### src/rtl/udr_pkg.sv
// Shared definitions for the unsigned divide/remainder unit.
// Holds the default operand width and the control bundle passed between
// pipeline stages. Has no dependencies.
`default_nettype none

package udr_pkg;

    localparam int WIDTH_DEF = 63;

    // Control that travels alongside each division through the pipeline.
    typedef struct packed {
        logic valid;
        logic zero;
    } t_ctl;

endpackage

`default_nettype wire

### src/rtl/udr_stage.sv
// One restoring-division step with its output registers.
// Produces one quotient bit per stage; uses t_ctl from udr_pkg.
`default_nettype none

module udr_stage #(
    parameter int WIDTH = udr_pkg::WIDTH_DEF
) (
    input  wire               i_clk,
    input  wire               i_rst_n,
    input  wire               i_en,
    input  udr_pkg::t_ctl     i_ctl,
    input  wire [WIDTH-1:0]   i_rem,
    input  wire [WIDTH-1:0]   i_quo,
    input  wire [WIDTH-1:0]   i_dvs,
    output udr_pkg::t_ctl     o_ctl,
    output logic [WIDTH-1:0]  o_rem,
    output logic [WIDTH-1:0]  o_quo,
    output logic [WIDTH-1:0]  o_dvs
);
    import udr_pkg::*;

    logic [WIDTH:0]   trial;
    logic             take;
    logic [WIDTH-1:0] n_rem;
    logic [WIDTH-1:0] n_quo;
    t_ctl             r_ctl;
    logic [WIDTH-1:0] r_rem;
    logic [WIDTH-1:0] r_quo;
    logic [WIDTH-1:0] r_dvs;

    // The quotient register starts out holding the dividend; its top bit is
    // shifted into the partial remainder while the new quotient bit enters
    // at the bottom. A zero divisor never subtracts, so after all steps the
    // quotient is zero and the remainder has collected the whole dividend.
    always_comb begin
        trial = {i_rem, i_quo[WIDTH-1]} - {1'b0, i_dvs};
        take  = !trial[WIDTH] && !i_ctl.zero;
        if (take) begin
            n_rem = trial[WIDTH-1:0];
        end else begin
            n_rem = {i_rem[WIDTH-2:0], i_quo[WIDTH-1]};
        end
        n_quo = {i_quo[WIDTH-2:0], take};
    end

    always_ff @(posedge i_clk) begin
        if (!i_rst_n) begin
            r_ctl <= '0;
        end else if (i_en) begin
            r_ctl <= i_ctl;
        end
    end

    always_ff @(posedge i_clk) begin
        if (i_en) begin
            r_rem <= n_rem;
            r_quo <= n_quo;
            r_dvs <= i_dvs;
        end
    end

    assign o_ctl = r_ctl;
    assign o_rem = r_rem;
    assign o_quo = r_quo;
    assign o_dvs = r_dvs;

endmodule

`default_nettype wire

### config.mk
export PLATFORM = sky130hd
export DESIGN_NAME = udr_stage
export DESIGN_NICKNAME = d
export VERILOG_FILES = /design/src/rtl/udr_pkg.sv /design/src/rtl/udr_stage.sv
export SDC_FILE = /design/constraint.sdc
export NUM_CORES = 1
export LEC_CHECK = 0
export BUFFER_PORTS_ARGS = -buffer_cell sky130_fd_sc_hd__buf_2
export CAP_MARGIN = 25
export CORE_AREA = 2 2 150 152
export CTS_CLUSTER_SIZE = 30
export DETAILED_ROUTE_END_ITERATION = 8
export DIE_AREA = 0 0 152 154
export HOLD_SLACK_MARGIN = 0.1
export PLACE_DENSITY = 0.8
export SLEW_MARGIN = 20
export SYNTH_ARGS = -nofsm -noshare
export SYNTH_HDL_FRONTEND = slang
export SYNTH_SLANG_ARGS = --single-unit
### constraint.sdc
create_clock -name i_clk -period 6.2 [get_ports i_clk]
set_clock_uncertainty 0.2 [all_clocks]
set_input_delay 0.62 -clock i_clk [delete_from_list [all_inputs] [get_ports i_clk]]
set_output_delay 0.62 -clock i_clk [all_outputs]
set_load 0.03 [all_outputs]
==> results of run 1 <==
state kept, by name, summed over array words and instances (netlist names):
signal	flops
o_dvs	63
o_quo	63
o_rem	63
o_ctl	2
per-stage QoR:
step | setup slack [ps] | hold WS (ps) | utilization | std cells
2_1_floorplan | 2360 | 440 | - | 869
3_3_place_gp | 1480 | 295 | 0.590 | 1502
3_5_place_dp | 1300 | 305 | 0.590 | 1502
4_1_cts | 1760 | 138 | 0.618 | 1534
5_1_grt | 1500 | 132 | 0.618 | 1536
6_report | 1770 | 153 | 0.618 | 1537
path summary, 6_finish.rpt:
kind | start | endpoint | slack (ps)
setup / recovery | i_dvs[28] | o_rem[2] | 1770
hold / removal | i_quo[16] | o_quo[17] | 150
setup reg to reg | o_ctl[1] | o_ctl[1] | 5400
hold reg to reg | o_ctl[0] | o_ctl[0] | 320
layout make-up:
cell class | instances | area [µm²] | area share
flip-flops and latches | 191 | 5720 | 0.426
multi-input cells | 566 | 4500 | 0.335
repair buffers | 385 | 1940 | 0.145
clock buffers | 18 | 429 | 0.0320
well taps | 280 | 350 | 0.0261
inverters | 80 | 305 | 0.0228
clock inverters | 14 | 163 | 0.0121
diodes | 3 | 7.51 | 0.000560
worst max-delay path, delay by kind of cell:
| kind | cells | cell delay (ps) |
|---|---|---|
| adders and majority gates | 1 | 460 |
| buffers and inverters | 3 | 770 |
| and+or+nand+nor | 4 | 680 |
| AOI/OAI and AO/OA | 6 | 1430 |
| muxes | 1 | 410 |
kinds of logic after synthesis:
logic type | count (synthesis) | synth area share
AO/OA/AOI/OAI | 205 | 0.128
AND/OR/NAND/NOR | 175 | 0.0812
adder cells (fa/ha/maj) | 64 | 0.0752
multiplexers | 65 | 0.0874
flip-flops | 191 | 0.532
buffers and inverters | 112 | 0.0502
XOR/XNOR | 57 | 0.0464
layer usage:
| layer | GRT usage | wire length, µm | share of wire |
|---|---|---|---|
| met5 | 0 | 45 | 0.0016 |
| met3 | 0.0722 | 2030 | 0.073 |
| met4 | 0.0872 | 774 | 0.028 |
| met2 | 0.393 | 13700 | 0.50 |
| met1 | 0.270 | 11100 | 0.40 |
Yosys cell counts, types with 16 or more instances:
cell | number | area share
sky130_fd_sc_hd__nand4_1 | 16 | 0.0093
sky130_fd_sc_hd__xor2_1 | 20 | 0.016
sky130_fd_sc_hd__nor2_1 | 41 | 0.014
sky130_fd_sc_hd__nand2_1 | 48 | 0.017
sky130_fd_sc_hd__edfxtp_1 | 189 | 0.53
sky130_fd_sc_hd__inv_1 | 79 | 0.028
sky130_fd_sc_hd__a21oi_1 | 63 | 0.029
sky130_fd_sc_hd__mux2_4 | 57 | 0.080
sky130_fd_sc_hd__ha_1 | 63 | 0.073
sky130_fd_sc_hd__a21o_1 | 41 | 0.029
sky130_fd_sc_hd__o21ai_0 | 33 | 0.015
sky130_fd_sc_hd__xnor2_1 | 37 | 0.030
power breakdown:
part	internal (mW)	switching [mW]	total [mW]
Sequential	1.58	0.0314	1.61
Combinational	0.415	0.676	1.09
Clock	0.547	0.555	1.10
Total	2.54	1.26	3.80
==> results.rst, run 1 <==
.. list-table::
   :header-rows: 1

   * - Metric
     - Value
   * - Run status
     - complete, no violations
   * - Synth async-reset ratio
     - 0
   * - Worst setup EP type
     - register
   * - Placement Cell Area
     - 0.0128 mm²
   * - Total power
     - 3.80 mW
   * - Clock tree from TritonCTS
     - yes
   * - Distinct cell type count of the synthesized netlist
     - 68
   * - Root buffer cell
     - sky130_fd_sc_hd__clkbuf_16
   * - Leading cell types in the layout, fill and taps excluded
     - sky130_fd_sc_hd__buf_2 (383), sky130_fd_sc_hd__edfxtp_1 (189), sky130_fd_sc_hd__inv_1 (79), sky130_fd_sc_hd__a21oi_1 (63), sky130_fd_sc_hd__ha_1 (63)
   * - Worst slew pin tran
     - 1130 ps
   * - Biggest fanout along the worst timing path
     - 63
   * - Final setup violation count
     - 0
   * - Category of the most critical setup path
     - primary input to register
   * - First DRT Iteration DRCs
     - 462
   * - Via density per instance
     - 5.36
   * - Flop and latch count out of synthesis
     - 191
   * - CP peak stage delay
     - 610 ps
   * - Wire length of the first global-routing pass
     - 42.1 mm
   * - Worst Hold Class
     - primary input to register
   * - IO buf count
     - 384
   * - Flip-flop cell with the highest count after synthesis
     - sky130_fd_sc_hd__edfxtp_1
   * - Warnings, synthesis
     - 0
   * - Maxcap violations
     - 0
   * - Slew Limit Fails
     - 0
   * - Routed wire length
     - 27.7 mm
   * - Largest net degree at the start of global routing
     - 144
   * - CTS-repair resized insts
     - 0
   * - Slowest cell on the critical path
     - sky130_fd_sc_hd__inv_6
   * - Worst-case vdd ir drop
     - 195 µV
   * - Final critical-path share of the clock period
     - 0.714
   * - Highest clock rate
     - 226 MHz
   * - Count of fill cells added during filler insertion
     - 1,749
   * - Via total after detailed routing
     - 8,235
   * - Final hold violation count
     - 0
   * - Relative area change from synthesis to final layout
     - 24.7%
   * - Static leakage
     - 6.24 nW
   * - Starting utilization of the core area
     - 0.496
   * - Io pins
     - 385
   * - TritonRoute pass-1 iters
     - 7
   * - Setup crit start kind
     - primary input
   * - Leading cell type in the layout, fill and taps excluded
     - sky130_fd_sc_hd__buf_2
   * - Routability cong.
     - 0.908
   * - Tot GR Track Use
     - 0.229
   * - HPWL Detailed
     - 21.6 mm
   * - Sum Neg Setup Slack
     - 0 ps
   * - Clock period minus worst slack
     - 4430 ps
   * - Final routed wire length divided by cell count
     - 18.0 µm
   * - Post-synth EDFFs
     - 189
   * - Share of cells above drive strength 1
     - 0.393
   * - Hold buffer count at cts
     - 0
   * - Cells after synthesis
     - 869
   * - Netlist area before placement
     - 0.0108 mm²
   * - Syn_nets
     - 1,127
   * - RSZ-0062 raised after global routing
     - no
   * - Antenna violations before repair
     - 7
   * - Skew-Pair Late Insertion Delay
     - 430 ps
   * - Count of nets after finishing
     - 1,499
   * - Power density of the placed cells
     - 283 mW/mm²
   * - Number of buffers added for setup after CTS
     - 0
   * - Critical path data arrival time
     - 4410 ps
   * - Clock transition time at the flip-flop clock pins of the worst setup and hold paths
     - 80 ps
   * - Relative slew slack
     - 0.245
   * - Num CTS Buffers
     - 17
   * - Placeable Area
     - 0.0217 mm²
   * - DRC errors left
     - 0
   * - Maximum clock path buffer count
     - 2
   * - Die Width
     - 152 µm
   * - Post-route standard cell area excluding fillers
     - 0.0134 mm²
   * - Vias in the first global route
     - 8,135
   * - Mean cell area of the mapped netlist
     - 12.4 µm²
   * - Cell chain of the critical path
     - buf_2 -> inv_1 -> ha_1 -> nand4_2 -> nor3_1 -> o2111ai_1 -> a31oi_2 -> nor3_2 -> a2111oi_2 -> o211ai_2 -> a21boi_2 -> nor2_1 -> o21ba_4 -> inv_6 -> mux2_2
   * - DIE AREA
     - 0.0234 mm²
   * - Number of rows created at floorplan
     - 54
   * - Clock sinks
     - 191
   * - Hold-critical path depth
     - 1
   * - Cell depth of the worst flop-to-flop path
     - 2
   * - Number of H-tree branching levels
     - 4
   * - Remaining Overflow, GRT
     - 0
   * - Required time at the endpoint of the critical path
     - 6190 ps
   * - Height of the die
     - 154 µm
   * - Sequential cell area fraction in the yosys report
     - 0.532
   * - Number of routed nets with antenna violations
     - 0
Power figures use the tool's default switching activity.
==> inputs of run 2 (changes only) <==
- CORE_AREA: 2 2 150 152 -> default
- CORE_MARGIN: default -> 2
- CORE_UTILIZATION: default -> 51
- DIE_AREA: 0 0 152 154 -> default
- PLACE_DENSITY: 0.8 -> 0.82
- clock period: 6.2 -> 4.5 ns (I/O delays scaled with it)
==> run 2 against run 1 <==
Effect of this change:
- sequential cell count stayed put
- sequential power grew 38%
- die area decreased by 4.9%
- clock power increased by 38%
- sequential share of layout area is 4.4 points lower
- power is 42% higher
- worst setup slack lost 1600 ps
- cell area grew 12%
- critical endpoint is now o_rem[31]
- largest cell class unchanged
==> results.rst, run 2 (same netlist as run 1, synthesis figures left out) <==
.. list-table::
   :header-rows: 1

   * - Metric
     - Value
   * - Run status
     - complete, no violations
   * - Category of the most critical setup path
     - primary input to register
   * - Reg-to-Reg Start
     - o_ctl[1]
   * - Worst-case vdd ir drop
     - 277 µV
   * - Routed wire length
     - 31.1 mm
   * - Number of buffers added for setup after CTS
     - 0
   * - Static leakage
     - 6.88 nW
   * - Height of the die
     - 149 µm
   * - Biggest fanout along the worst timing path
     - 16
   * - Antenna violations before repair
     - 8
   * - Clock period minus worst slack
     - 4350 ps
   * - Relative slew slack
     - 0.418
   * - TritonRoute pass-1 iters
     - 5
   * - Io pins
     - 385
   * - Remaining Overflow, GRT
     - 0
   * - Cell depth of the worst flop-to-flop path
     - 2
   * - Count of nets after finishing
     - 1,646
   * - Post-route setup slack
     - 149 ps
   * - DRC errors left
     - 0
   * - Final routed wire length divided by cell count
     - 18.5 µm
   * - Leading cell type in the layout, fill and taps excluded
     - sky130_fd_sc_hd__buf_2
   * - Worst Hold Class
     - primary input to register
   * - Clock sinks
     - 191
   * - Relative area change from synthesis to final layout
     - 39.1%
   * - Worst R2R Setup Slack
     - 3650 ps
   * - Worst setup EP type
     - register
   * - Routability cong.
     - 0.940
   * - Post-placement setup slack
     - 185 ps
   * - Via density per instance
     - 5.38
   * - Critical path data arrival time
     - 4330 ps
   * - Final setup violation count
     - 0
   * - Final hold violation count
     - 0
   * - Beginning of the critical path
     - i_dvs[14]
   * - Starting utilization of the core area
     - 0.516
   * - Maxcap violations
     - 0
   * - Num CTS Buffers
     - 17
   * - Root buffer cell
     - sky130_fd_sc_hd__clkbuf_16
   * - Skew-Pair Late Insertion Delay
     - 430 ps
   * - HPWL Detailed
     - 21.9 mm
   * - Highest clock rate
     - 230 MHz
   * - DIE AREA
     - 0.0223 mm²
   * - Leading cell types in the layout, fill and taps excluded
     - sky130_fd_sc_hd__buf_2 (383), sky130_fd_sc_hd__edfxtp_1 (189), sky130_fd_sc_hd__dlygate4sd3_1 (127), sky130_fd_sc_hd__inv_1 (79), sky130_fd_sc_hd__a21oi_1 (63)
   * - Tot GR Track Use
     - 0.268
   * - Power density of the placed cells
     - 362 mW/mm²
   * - Number of rows created at floorplan
     - 53
   * - Via total after detailed routing
     - 9,036
   * - Placement Cell Area
     - 0.0130 mm²
   * - Maximum clock path buffer count
     - 2
   * - Slew Limit Fails
     - 0
   * - Post-route standard cell area excluding fillers
     - 0.0150 mm²
   * - Worst slew pin tran
     - 873 ps
   * - Vias in the first global route
     - 8,854
   * - Capture point of the worst path
     - o_rem[31]
   * - Wire length of the first global-routing pass
     - 46.0 mm
   * - Number of H-tree branching levels
     - 4
   * - Number of routed nets with antenna violations
     - 0
   * - Final critical-path share of the clock period
     - 0.967
   * - Setup crit start kind
     - primary input
   * - Die Width
     - 149 µm
   * - Clock transition time at the flip-flop clock pins of the worst setup and hold paths
     - 80 ps
   * - Largest net degree at the start of global routing
     - 107
   * - First DRT Iteration DRCs
     - 539
   * - Placeable Area
     - 0.0208 mm²
   * - IO buf count
     - 384
   * - Required time at the endpoint of the critical path
     - 4470 ps
   * - Clock tree from TritonCTS
     - yes
   * - Endpoint of the worst register-to-register path
     - o_ctl[1]
   * - Share of cells above drive strength 1
     - 0.373
run 2: where the power goes:
part | total [mW] | internal [mW] | switching, mW
clock | 1.52 | 0.752 | 0.768
sequential | 2.22 | 2.17 | 0.0497
combinational | 1.66 | 0.682 | 0.982
total | 5.41 | 3.61 | 1.80
run 2: layout make-up:
| cell class | instances | area, µm² |
|---|---|---|
| fill | 1400 | 5870 |
| sequential | 191 | 5720 |
| multi-input combinational | 566 | 4550 |
| timing repair buffer | 532 | 3420 |
| clock buffer | 17 | 425 |
| tap | 275 | 344 |
| inverter | 80 | 313 |
| clock inverter | 14 | 166 |
| antenna | 5 | 12.5 |
run 2: per-layer routing:
layer  up-vias  share of wire  GRT usage
met5         -         0.0014          0
met4         6          0.040      0.113
met3        65          0.072     0.0593
met2       397           0.51      0.479
met1      4310           0.38      0.309
li1       4258              -          -
run 2: worst min path at each step:
stage,startpoint,to,slack [ps],cells past startpoint
floorplan,i_dvs[0],o_dvs[0],350,0
global placement,o_ctl[1],o_ctl[1],300,2
detailed placement,o_ctl[0],o_ctl[0],310,2
CTS,i_rem[22],o_rem[23],120,2
global route,i_rem[22],o_rem[23],120,2
finish,i_rem[57],o_rem[58],130,2
run 2: through the flow:
stage / utilization / std cells / total power [mW] / TNS, ps / hold slack (ps)
6_report: 0.718 / 1680 / 5.41 / 0 / 135
5_1_grt: 0.718 / 1679 / 5.62 / -29.2 / 120
4_1_cts: 0.713 / 1674 / 5.38 / 0 / 115
3_5_place_dp: 0.623 / 1516 / 3.78 / 0 / 314
3_3_place_gp: 0.623 / 1516 / 3.75 / 0 / 296
2_1_floorplan: - / 869 / 3.33 / 0 / 349
run 2: timing repair:
item,in CTS,in global routing
gates resized for setup,0,16
hold buffers,127,0
hold endpoints to repair,127,0
endpoints found under the setup margin,0,50
run 2: worst max-delay path, stage by stage:
cell and delay [ps]:
sky130_fd_sc_hd__dlygate4sd3_1 570, sky130_fd_sc_hd__buf_2 130, sky130_fd_sc_hd__inv_1 60, sky130_fd_sc_hd__ha_1 350, sky130_fd_sc_hd__a21o_1 270, sky130_fd_sc_hd__a211o_1 340, sky130_fd_sc_hd__o2111ai_1 240, sky130_fd_sc_hd__a31oi_2 80
sky130_fd_sc_hd__nor3_4 290, sky130_fd_sc_hd__a2111oi_4 130, sky130_fd_sc_hd__o211ai_2 230, sky130_fd_sc_hd__a21boi_4 110, sky130_fd_sc_hd__nor2_2 180, sky130_fd_sc_hd__o21ba_4 220, sky130_fd_sc_hd__clkinv_8 150, sky130_fd_sc_hd__buf_12 210
sky130_fd_sc_hd__mux2_4 310
